==> src/design/wsea_pkg.sv <==
package wsea_pkg;

    localparam int WINDOW     = 30;
    localparam int DPE_W      = 20;
    localparam int TMO_W      = 32;
    localparam int TIME_W     = 32;
    localparam int SPEED_W    = 24;
    localparam int DIST_W     = 48;
    localparam int EC_W       = 32;
    localparam int SUM_W      = TIME_W + $clog2(WINDOW);
    localparam int CNT_W      = $clog2(WINDOW + 2);
    localparam int NUM_SCALE  = 1000 * WINDOW;
    localparam int SCALE_W    = $clog2(NUM_SCALE + 1);
    localparam int NUM_W      = DPE_W + SCALE_W;
    localparam int DIVCNT_W   = $clog2(NUM_W + 1);
    localparam int CFG_IDX_W  = 1;
    localparam int CFG_DATA_W = 32;

    localparam logic [CFG_IDX_W-1:0] REG_DIST_PER_EDGE = 1'd0;
    localparam logic [CFG_IDX_W-1:0] REG_STOP_TIMEOUT  = 1'd1;

    localparam logic KIND_EDGE = 1'b0;
    localparam logic KIND_TICK = 1'b1;

    localparam logic [DPE_W-1:0]   DPE_RESET = 20'd29259;
    localparam logic [TMO_W-1:0]   TMO_RESET = 32'd1000000;
    localparam logic [SPEED_W-1:0] SPEED_MAX = '1;

    typedef enum logic [2:0] {
        ST_IDLE,
        ST_SUM,
        ST_CALC,
        ST_DIV,
        ST_DONE
    } state_t;

endpackage

==> src/design/wsea_if.sv <==
interface wsea_in_if;
    logic                         valid;
    logic                         ready;
    logic                         kind;
    logic [wsea_pkg::TIME_W-1:0]  time_us;

    modport source (output valid, output kind, output time_us, input ready);
    modport sink   (input valid, input kind, input time_us, output ready);
endinterface

interface wsea_out_if;
    logic                         valid;
    logic                         ready;
    logic [wsea_pkg::SPEED_W-1:0] speed_mm_per_s;
    logic [wsea_pkg::DIST_W-1:0]  distance_um;

    modport source (output valid, output speed_mm_per_s, output distance_um, input ready);
    modport sink   (input valid, input speed_mm_per_s, input distance_um, output ready);
endinterface

==> src/design/wsea_cell.sv <==
module wsea_cell (
    input  logic                        clk,
    input  logic                        rst_n,
    input  logic                        shift,
    input  logic [wsea_pkg::TIME_W-1:0] din,
    output logic [wsea_pkg::TIME_W-1:0] dout
);

    logic [wsea_pkg::TIME_W-1:0] interval_reg;

    always_ff @(posedge clk or negedge rst_n)
    begin
        if (!rst_n)
        begin
            interval_reg <= '0;
        end
        else if (shift)
        begin
            interval_reg <= din;
        end
    end

    assign dout = interval_reg;

endmodule

==> src/design/wsea_div.sv <==
module wsea_div (
    input  logic                         clk,
    input  logic                         rst_n,
    input  logic                         start,
    input  logic [wsea_pkg::NUM_W-1:0]   numer,
    input  logic [wsea_pkg::SUM_W-1:0]   divisor,
    output logic                         done,
    output logic [wsea_pkg::SPEED_W-1:0] quot
);

    logic                            busy_reg;
    logic                            done_reg;
    logic [wsea_pkg::DIVCNT_W-1:0]   cnt_reg;
    logic [wsea_pkg::NUM_W-1:0]      num_reg;
    logic [wsea_pkg::NUM_W-1:0]      q_reg;
    logic [wsea_pkg::SUM_W-1:0]      den_reg;
    logic [wsea_pkg::SUM_W-1:0]      rem_reg;
    logic [wsea_pkg::SUM_W:0]        partial;
    logic [wsea_pkg::SUM_W+1:0]      diff;
    logic                            ge;
    logic [wsea_pkg::SUM_W-1:0]      rem_next;

    assign partial  = {rem_reg, num_reg[wsea_pkg::NUM_W-1]};
    assign diff     = {1'b0, partial} - {2'b00, den_reg};
    assign ge       = !diff[wsea_pkg::SUM_W+1];
    assign rem_next = ge ? diff[wsea_pkg::SUM_W-1:0] : partial[wsea_pkg::SUM_W-1:0];

    always_ff @(posedge clk or negedge rst_n)
    begin
        if (!rst_n)
        begin
            busy_reg <= 1'b0;
            done_reg <= 1'b0;
            cnt_reg  <= '0;
        end
        else
        begin
            done_reg <= busy_reg && (cnt_reg == wsea_pkg::DIVCNT_W'(1));
            if (start)
            begin
                busy_reg <= 1'b1;
                cnt_reg  <= wsea_pkg::DIVCNT_W'(wsea_pkg::NUM_W);
            end
            else if (busy_reg)
            begin
                cnt_reg <= cnt_reg - wsea_pkg::DIVCNT_W'(1);
                if (cnt_reg == wsea_pkg::DIVCNT_W'(1))
                begin
                    busy_reg <= 1'b0;
                end
            end
        end
    end

    // restoring division, one quotient bit per cycle
    always_ff @(posedge clk)
    begin
        if (start)
        begin
            num_reg <= numer;
            den_reg <= divisor;
            rem_reg <= '0;
            q_reg   <= '0;
        end
        else if (busy_reg)
        begin
            num_reg <= {num_reg[wsea_pkg::NUM_W-2:0], 1'b0};
            rem_reg <= rem_next;
            q_reg   <= {q_reg[wsea_pkg::NUM_W-2:0], ge};
        end
    end

    assign done = done_reg;
    assign quot = (q_reg[wsea_pkg::NUM_W-1:wsea_pkg::SPEED_W] != '0)
                  ? wsea_pkg::SPEED_MAX : q_reg[wsea_pkg::SPEED_W-1:0];

    property p_done_after_busy;
        @(posedge clk) disable iff (!rst_n)
        done |-> $past(busy_reg);
    endproperty
    a_done_after_busy: assert property (p_done_after_busy)
        else $error("divider done without a running division");

    property p_no_start_while_busy;
        @(posedge clk) disable iff (!rst_n)
        start |-> !busy_reg;
    endproperty
    a_no_start_while_busy: assert property (p_no_start_while_busy)
        else $error("divider restarted while busy");

    property p_count_steps;
        @(posedge clk) disable iff (!rst_n)
        (busy_reg && !start) |=> (cnt_reg == $past(cnt_reg) - wsea_pkg::DIVCNT_W'(1));
    endproperty
    a_count_steps: assert property (p_count_steps)
        else $error("divider step count skipped");

endmodule

==> src/design/wheel_speed_edge_averager.sv <==
// channel   modport  transfer moves
// in_ch     sink     kind, time_us
// out_ch    source   speed_mm_per_s, distance_um (one per tick)
// cfg       write    cfg_index, cfg_data when cfg_we
//
// an edge item shifts the interval through the cell row, then updates the sum in ST_SUM
// a tick runs ST_CALC then ST_DONE, with ST_DIV between when the speed is updated: the
// bit-serial divider steps once per numerator bit (35)
// a tick waits in its last step while the output register is still full
// asynchronous active-low reset covers control, counts, sum and cells, no clearing pass
module wheel_speed_edge_averager (
    input  logic                              clk,
    input  logic                              rst_n,
    wsea_in_if.sink                           in_ch,
    wsea_out_if.source                        out_ch,
    input  logic                              cfg_we,
    input  logic [wsea_pkg::CFG_IDX_W-1:0]    cfg_index,
    input  logic [wsea_pkg::CFG_DATA_W-1:0]   cfg_data
);

    wsea_pkg::state_t state_reg, state_next;

    logic [wsea_pkg::DPE_W-1:0]   dpe_reg;
    logic [wsea_pkg::TMO_W-1:0]   tmo_reg;
    logic [wsea_pkg::TIME_W-1:0]  ring_q [wsea_pkg::WINDOW];
    logic [wsea_pkg::TIME_W-1:0]  last_edge_reg;
    logic [wsea_pkg::EC_W-1:0]    edge_count_reg;
    logic [wsea_pkg::CNT_W-1:0]   new_count_reg;
    logic [wsea_pkg::SUM_W-1:0]   sum_reg;
    logic [wsea_pkg::TIME_W-1:0]  iv_reg;
    logic [wsea_pkg::TIME_W-1:0]  oldest_reg;
    logic [wsea_pkg::TIME_W-1:0]  tick_time_reg;
    logic                         timeout_reg;
    logic [wsea_pkg::SPEED_W-1:0] speed_reg;
    logic [wsea_pkg::DIST_W-1:0]  dist_reg;
    logic                         out_valid_reg, out_valid_next;
    logic [wsea_pkg::SPEED_W-1:0] out_speed_reg;
    logic [wsea_pkg::DIST_W-1:0]  out_dist_reg;

    logic                         edge_acc;
    logic                         tick_acc;
    logic [wsea_pkg::TIME_W-1:0]  iv;
    logic                         timeout_now;
    logic                         need_update;
    logic                         div_start;
    logic                         div_done;
    logic [wsea_pkg::SPEED_W-1:0] div_quot;
    logic                         out_load;
    logic [wsea_pkg::EC_W+wsea_pkg::DPE_W-1:0] dist_prod;
    logic [wsea_pkg::NUM_W-1:0]   num_prod;

    assign in_ch.ready = (state_reg == wsea_pkg::ST_IDLE);
    assign edge_acc    = in_ch.valid && in_ch.ready && (in_ch.kind == wsea_pkg::KIND_EDGE);
    assign tick_acc    = in_ch.valid && in_ch.ready && (in_ch.kind == wsea_pkg::KIND_TICK);
    assign iv          = in_ch.time_us - last_edge_reg;
    assign timeout_now = (tick_time_reg - last_edge_reg) > tmo_reg;
    assign need_update = new_count_reg > wsea_pkg::CNT_W'(wsea_pkg::WINDOW);
    assign dist_prod   = edge_count_reg * dpe_reg;
    assign num_prod    = wsea_pkg::NUM_W'(dpe_reg) * wsea_pkg::NUM_W'(wsea_pkg::NUM_SCALE);

    for (genvar i = 0; i < wsea_pkg::WINDOW; i++)
    begin : g_cell
        if (i == 0)
        begin : g_head
            wsea_cell u_cell (
                .clk   (clk),
                .rst_n (rst_n),
                .shift (edge_acc),
                .din   (iv),
                .dout  (ring_q[i])
            );
        end
        else
        begin : g_body
            wsea_cell u_cell (
                .clk   (clk),
                .rst_n (rst_n),
                .shift (edge_acc),
                .din   (ring_q[i-1]),
                .dout  (ring_q[i])
            );
        end
    end

    wsea_div u_div (
        .clk     (clk),
        .rst_n   (rst_n),
        .start   (div_start),
        .numer   (num_prod),
        .divisor (sum_reg),
        .done    (div_done),
        .quot    (div_quot)
    );

    always_comb
    begin
        state_next     = state_reg;
        div_start      = 1'b0;
        out_load       = 1'b0;
        out_valid_next = out_valid_reg && !out_ch.ready;
        case (state_reg)
            wsea_pkg::ST_IDLE:
            begin
                if (edge_acc)
                begin
                    state_next = wsea_pkg::ST_SUM;
                end
                else if (tick_acc)
                begin
                    state_next = wsea_pkg::ST_CALC;
                end
            end
            wsea_pkg::ST_SUM:
            begin
                state_next = wsea_pkg::ST_IDLE;
            end
            wsea_pkg::ST_CALC:
            begin
                if (need_update)
                begin
                    div_start  = 1'b1;
                    state_next = wsea_pkg::ST_DIV;
                end
                else
                begin
                    state_next = wsea_pkg::ST_DONE;
                end
            end
            wsea_pkg::ST_DIV:
            begin
                if (div_done)
                begin
                    state_next = wsea_pkg::ST_DONE;
                end
            end
            wsea_pkg::ST_DONE:
            begin
                if (!out_valid_reg || out_ch.ready)
                begin
                    out_load       = 1'b1;
                    out_valid_next = 1'b1;
                    state_next     = wsea_pkg::ST_IDLE;
                end
            end
            default:
            begin
                state_next = wsea_pkg::ST_IDLE;
            end
        endcase
    end

    always_ff @(posedge clk or negedge rst_n)
    begin
        if (!rst_n)
        begin
            state_reg     <= wsea_pkg::ST_IDLE;
            out_valid_reg <= 1'b0;
        end
        else
        begin
            state_reg     <= state_next;
            out_valid_reg <= out_valid_next;
        end
    end

    always_ff @(posedge clk or negedge rst_n)
    begin
        if (!rst_n)
        begin
            dpe_reg <= wsea_pkg::DPE_RESET;
            tmo_reg <= wsea_pkg::TMO_RESET;
        end
        else if (cfg_we)
        begin
            case (cfg_index)
                wsea_pkg::REG_DIST_PER_EDGE: dpe_reg <= cfg_data[wsea_pkg::DPE_W-1:0];
                wsea_pkg::REG_STOP_TIMEOUT:  tmo_reg <= cfg_data[wsea_pkg::TMO_W-1:0];
                default:                     tmo_reg <= tmo_reg;
            endcase
        end
    end

    always_ff @(posedge clk or negedge rst_n)
    begin
        if (!rst_n)
        begin
            last_edge_reg  <= '0;
            edge_count_reg <= '0;
            new_count_reg  <= '0;
            sum_reg        <= '0;
            speed_reg      <= '0;
        end
        else
        begin
            if (edge_acc)
            begin
                last_edge_reg  <= in_ch.time_us;
                edge_count_reg <= edge_count_reg + wsea_pkg::EC_W'(1);
                if (!need_update)
                begin
                    new_count_reg <= new_count_reg + wsea_pkg::CNT_W'(1);
                end
            end
            if (state_reg == wsea_pkg::ST_SUM)
            begin
                sum_reg <= sum_reg - wsea_pkg::SUM_W'(oldest_reg) + wsea_pkg::SUM_W'(iv_reg);
            end
            if (state_reg == wsea_pkg::ST_CALC)
            begin
                if (need_update)
                begin
                    new_count_reg <= '0;
                end
                else if (timeout_now)
                begin
                    speed_reg <= '0;
                end
            end
            if (state_reg == wsea_pkg::ST_DIV && div_done)
            begin
                speed_reg <= timeout_reg ? '0 : div_quot;
            end
        end
    end

    always_ff @(posedge clk)
    begin
        if (edge_acc)
        begin
            iv_reg     <= iv;
            oldest_reg <= ring_q[wsea_pkg::WINDOW-1];
        end
        if (tick_acc)
        begin
            tick_time_reg <= in_ch.time_us;
        end
        if (state_reg == wsea_pkg::ST_CALC)
        begin
            dist_reg    <= dist_prod[wsea_pkg::DIST_W-1:0];
            timeout_reg <= timeout_now;
        end
        if (out_load)
        begin
            out_speed_reg <= speed_reg;
            out_dist_reg  <= dist_reg;
        end
    end

    assign out_ch.valid          = out_valid_reg;
    assign out_ch.speed_mm_per_s = out_speed_reg;
    assign out_ch.distance_um    = out_dist_reg;

    property p_new_count_bound;
        @(posedge clk) disable iff (!rst_n)
        edge_acc |=> (new_count_reg <= wsea_pkg::CNT_W'(wsea_pkg::WINDOW + 1));
    endproperty
    a_new_count_bound: assert property (p_new_count_bound)
        else $error("new interval count above window plus one");

    property p_edge_count_step;
        @(posedge clk) disable iff (!rst_n)
        edge_acc |=> (edge_count_reg == $past(edge_count_reg) + wsea_pkg::EC_W'(1));
    endproperty
    a_edge_count_step: assert property (p_edge_count_step)
        else $error("edge count did not advance on an edge");

    property p_tick_holds_input;
        @(posedge clk) disable iff (!rst_n)
        tick_acc |=> !in_ch.ready;
    endproperty
    a_tick_holds_input: assert property (p_tick_holds_input)
        else $error("input taken while a tick is in work");

    property p_result_from_done;
        @(posedge clk) disable iff (!rst_n)
        out_load |=> (out_valid_reg && state_reg == wsea_pkg::ST_IDLE);
    endproperty
    a_result_from_done: assert property (p_result_from_done)
        else $error("result load did not show a valid transfer");

endmodule

==> src/flat_wrapper.sv <==
// flat-port wrapper written by rule: the top's interface ports become plain ports
module wheel_speed_edge_averager_flat 
  (clk, rst_n, cfg_we, cfg_index, cfg_data, in_ch_valid, in_ch_kind, in_ch_time_us, in_ch_ready, out_ch_valid, out_ch_speed_mm_per_s, out_ch_distance_um, out_ch_ready);
  wsea_in_if in_ch_i ();
  wsea_out_if out_ch_i ();
  input  logic clk;
  input  logic rst_n;
  input  logic cfg_we;
  input  logic [wsea_pkg::CFG_IDX_W-1:0] cfg_index;
  input  logic [wsea_pkg::CFG_DATA_W-1:0] cfg_data;
  input wire logic [$bits(in_ch_i.valid)-1:0] in_ch_valid;
  input wire logic [$bits(in_ch_i.kind)-1:0] in_ch_kind;
  input wire logic [$bits(in_ch_i.time_us)-1:0] in_ch_time_us;
  output wire logic [$bits(in_ch_i.ready)-1:0] in_ch_ready;
  output wire logic [$bits(out_ch_i.valid)-1:0] out_ch_valid;
  output wire logic [$bits(out_ch_i.speed_mm_per_s)-1:0] out_ch_speed_mm_per_s;
  output wire logic [$bits(out_ch_i.distance_um)-1:0] out_ch_distance_um;
  input wire logic [$bits(out_ch_i.ready)-1:0] out_ch_ready;
  assign in_ch_i.valid = in_ch_valid;
  assign in_ch_i.kind = in_ch_kind;
  assign in_ch_i.time_us = in_ch_time_us;
  assign in_ch_ready = in_ch_i.ready;
  assign out_ch_valid = out_ch_i.valid;
  assign out_ch_speed_mm_per_s = out_ch_i.speed_mm_per_s;
  assign out_ch_distance_um = out_ch_i.distance_um;
  assign out_ch_i.ready = out_ch_ready;
  wheel_speed_edge_averager u_core (.clk(clk), .rst_n(rst_n), .in_ch(in_ch_i), .out_ch(out_ch_i), .cfg_we(cfg_we), .cfg_index(cfg_index), .cfg_data(cfg_data));
endmodule
==> config.mk <==
export PLATFORM = sky130hd
export DESIGN_NAME = wheel_speed_edge_averager_flat
export DESIGN_NICKNAME = d
export VERILOG_FILES = /design/src/design/wsea_pkg.sv /design/src/design/wsea_if.sv /design/src/design/wsea_cell.sv /design/src/design/wsea_div.sv /design/src/design/wheel_speed_edge_averager.sv /design/src/flat_wrapper.sv
export SDC_FILE = /design/constraint.sdc
export NUM_CORES = 2
export LEC_CHECK = 0
export BUFFER_PORTS_ARGS = -buffer_cell sky130_fd_sc_hd__buf_2
export CAP_MARGIN = 10
export CORE_MARGIN = 2
export CORE_UTILIZATION = 58
export DETAILED_ROUTE_END_ITERATION = 6
export GPL_TIMING_DRIVEN = 1
export PLACE_DENSITY_LB_ADDON = 0.25
export SYNTH_ARGS = -nofsm -noshare
export SYNTH_HDL_FRONTEND = slang
export SYNTH_HIERARCHICAL = 1
export SYNTH_SLANG_ARGS = --single-unit
==> constraint.sdc <==
create_clock -name clk -period 6.8 [get_ports clk]
set_input_delay 1.36 -clock clk [delete_from_list [all_inputs] [get_ports clk]]
set_output_delay 1.36 -clock clk [all_outputs]
set_load 0.02 [all_outputs]
==> results.md <==
| Metric | Reported | Unit |
|:---|:---|:---|
| Result of the run | finished, violations left | - |
| Failing checks | setup timing | - |
| Post-Synthesis Cell Area | 93200 | um2 |
| Final period utilization | 104 | % |
| Buffers on Ports | 144 | - |
| Most frequent cell on the critical path | fa_1 | - |
| Kind of path behind the tightest hold check | register to register | - |
| Part of the power in the clock network | 22.1 | % |
| Estimated wirelength of the detail-placed design | 137000 | um |
| Category of the critical setup timing path | register to register | - |
| Psw | 15.5 | mW |
| Nature of the critical path endpoint | register | - |
| Wire per inst | 19.4 | um |
| Post-layout util | 64.0 | % |
| Setup repair after global routing missed its margin | true | - |
| Number of endpoints with negative hold slack in the final report | 0 | - |
| Power density normalized to cell area | 402 | nW/um2 |
| Max FO, Critical Path | 11 | - |
| Number of antenna violations at the first check in global routing | 31 | - |
| Antenna violation net count after detailed routing | 0 | - |
| Number of H-tree levels | 4 | - |
| Least setup slack across all paths after layout | -251 | ps |
| Largest register FFs | 928 | - |
| Cts-stage hold buffer count | 0 | - |
| Most frequent cells in the layout | 1124 x dfrtp_1, 949 x inv_1, 900 x mux2_4, 646 x nand2_1, 638 x fa_1 | - |
| Sequential area share after synthesis | 41.9 | % |
| Commonest register cell after synthesis | dfrtp_1 | - |
| Largest buffer count on any clock path | 3 | - |
| Final setup violation count | 16 | - |
| Core outline area | 160000 | um2 |
| Count of flip-flops with a built-in enable after synthesis | 289 | - |
| Synth Register Bits | 1515 | - |
| Syn-to-layout area delta | 9.93 | % |
| Final Hold Slack | 419 | ps |
| Crit path largest cell delay | 670 | ps |
| Number of clock sinks | 1515 | - |
| Filler Cells Inserted | 12009 | - |
| Setup TNS Final | -1340 | ps |
| Number of distinct library cell variants in the gate-level netlist after synthesis | 102 | - |
| Clock latency at the later pin of the worst-skew pair | 820 | ps |
| Minimum setup slack after placement | -403 | ps |
| Register clock-pin slew on the reported worst setup and hold paths | 70 | ps |
| Tightest slew margin relative to the limit | 18.0 | % |
| Transition at the pin with the smallest max-transition slack | 1230 | ps |
| Placer's final routability congestion estimate | 0.912 | - |
| Sum of internal, switching and leakage power | 41.2 | mW |
| Pin count of the biggest net entering global routing | 175 | - |
| Most common cell after layout, fill and taps aside | dfrtp_1 | - |
| Final net count | 8774 | - |
| DRC violations left | 0 | - |
| Vias per inst | 5.43 | - |
| Leakage power total | 49.4 | nW |
| Relative contribution of sequential cells to total power | 30.2 | % |
| Final max-slew violation count | 0 | - |
| Number of ports placed on the die boundary | 145 | - |
| Gate family responsible for the most delay along the worst path | adder cells | - |
| Synth Area per Inst | 12.7 | um2 |
| Synthesized netlist cell count | 7358 | - |
| Yosys warns | 6 | - |
| Minimum clock period | 7050 | ps |
| Iter 0 DRT Violations | 3526 | - |
| Via count of the first global-routing pass | 57027 | - |
| Category of the worst setup path launch point | register | - |
| Internal power component | 25.7 | mW |
| Max Clock Freq | 0.142 | GHz |
| Proportion of layout cells with a drive suffix above 1 | 26.0 | % |
| Total clock buffers created by CTS | 160 | - |
| Global-route total usage across every layer | 24.1 | % |
| Area enclosed by the die boundary | 164000 | um2 |
| Number of standard-cell rows in the floorplan | 147 | - |
| Share of total power in combinational logic | 47.7 | % |
| Master cell of the clock root buffer | clkbuf_16 | - |
| Chip width | 405 | um |
| Wire length reported by the detailed router | 192000 | um |
| Count of buffering cells on the critical path with inverters included | 8 | - |
| Overflow left after global routing | 0 | - |
| Wire length of the first global-routing pass | 315000 | um |
| Die span in y | 405 | um |
| Switching part of the total power | 37.7 | % |
| Via count | 53702 | - |
| Critical-path top delay cell | dfstp_4 | - |
| TritonCTS clock tree | done | - |
| Reported max-cap violation count | 0 | - |
| Crit path required time | 7340 | ps |
| Share of synthesized registers carrying an async set or reset | 76.2 | % |
| Max rail drop VDD | 0.000402 | V |
| Initial Utilization | 58.3 | % |
| First drt pass iteration count | 5 | - |
| Final worst clock skew | 37.9 | ps |
| WP data arrival | 7590 | ps |
-- power by group through the flow --
stage / sequential (mW) / combinational [mW] / clock [mW]
global route: 12.6 / 21.9 / 9.72
finish: 12.4 / 19.6 / 9.10
global placement: 12.5 / 18.5 / 0
floorplan: 12.3 / 14.7 / 0
CTS: 12.4 / 19.4 / 9.36
detailed placement: 12.6 / 18.9 / 0
-- cells by family (layout without fill, tap and decap cells) --
group           count (synthesis)  in the layout  synth area share [%]
xor+xnor                      229            229                  2.15
compound gates                769            769                  5.75
fa+ha+maj                    1042           1042                  19.2
simple gates                 1439           1439                  7.34
flops                        1515           1515                  41.9
mux                          1083           1083                  16.7
buf+inv                      1280           1711                  7.06
other cells                     1              7               0.00402
-- timing repair --
item / CTS / global route
setup buffers: 22 / 12
pin swaps: 47 / 43
endpoints found under the setup margin: 19 / 25
gates resized for setup: 68 / 54
cloned: 1 / 0
-- layout make-up --
class / instances / area (um2) / share of cell area, %
diodes: 3 / 7.51 / 0.00733
clock buffers: 221 / 4550 / 4.44
clock inverters: 72 / 1050 / 1.03
inverters: 957 / 3600 / 3.51
multi-input cells: 4566 / 48100 / 46.9
flip-flops and latches: 1515 / 39100 / 38.1
well taps: 2086 / 2610 / 2.55
repair buffers: 461 / 3540 / 3.46
-- stage by stage --
step	std cells	cell area (um2)
final	9881	102000
after global routing	9880	102000
after CTS	9866	102000
after detailed placement	9551	96100
after global placement	9551	96100
after floorplan	7361	93300
-- cell usage after synthesis, types with 29 or more instances --
master	count	share of area, %
o21bai_1	40	0.32
xnor2_1	153	1.4
dfxtp_1	72	1.5
edfxtp_1	289	9.3
nand3_1	58	0.31
ha_1	395	5.3
buf_12	93	2.0
or2_2	33	0.22
inv_1	957	3.9
and2_1	289	1.9
a21oi_1	198	1.1
nor2_1	193	0.78
fa_1	647	14
buf_6	34	0.41
nand4_1	36	0.24
nand2b_1	29	0.19
mux2i_1	41	0.44
o21ai_0	170	0.91
mux2_2	142	1.7
clkbuf_1	175	0.70
nor3_1	36	0.19
xor2_1	76	0.71
dfrtp_1	1139	31
a21o_1	111	0.89
nand2_1	649	2.6
mux2_4	900	14
-- per-layer routing --
layer	global-route usage, %	wire length (um)
met3	4.58	10000
met4	7.84	5540
met5	0	192
met1	34.2	88300
met2	37.7	87900
-- path summary, 6_finish.rpt --
kind,from,endpoint,slack (ps),cells past startpoint
setup / recovery,u_core/dpe_reg[3],u_core/dist_reg[45],-250,25
hold / removal,u_core/dist_reg[19],u_core/out_ch.distance_um[19],420,0
setup reg to reg,u_core/dpe_reg[3],u_core/dist_reg[45],-250,25
hold reg to reg,u_core/dist_reg[19],u_core/out_ch.distance_um[19],420,0
max in group asynchronous,rst_n,u_core/dpe_reg[8],4740,2
min in group asynchronous,rst_n,u_core/g_cell[21].g_body.u_cell/dout[17],480,1
(Power assumes the default switching activity.)
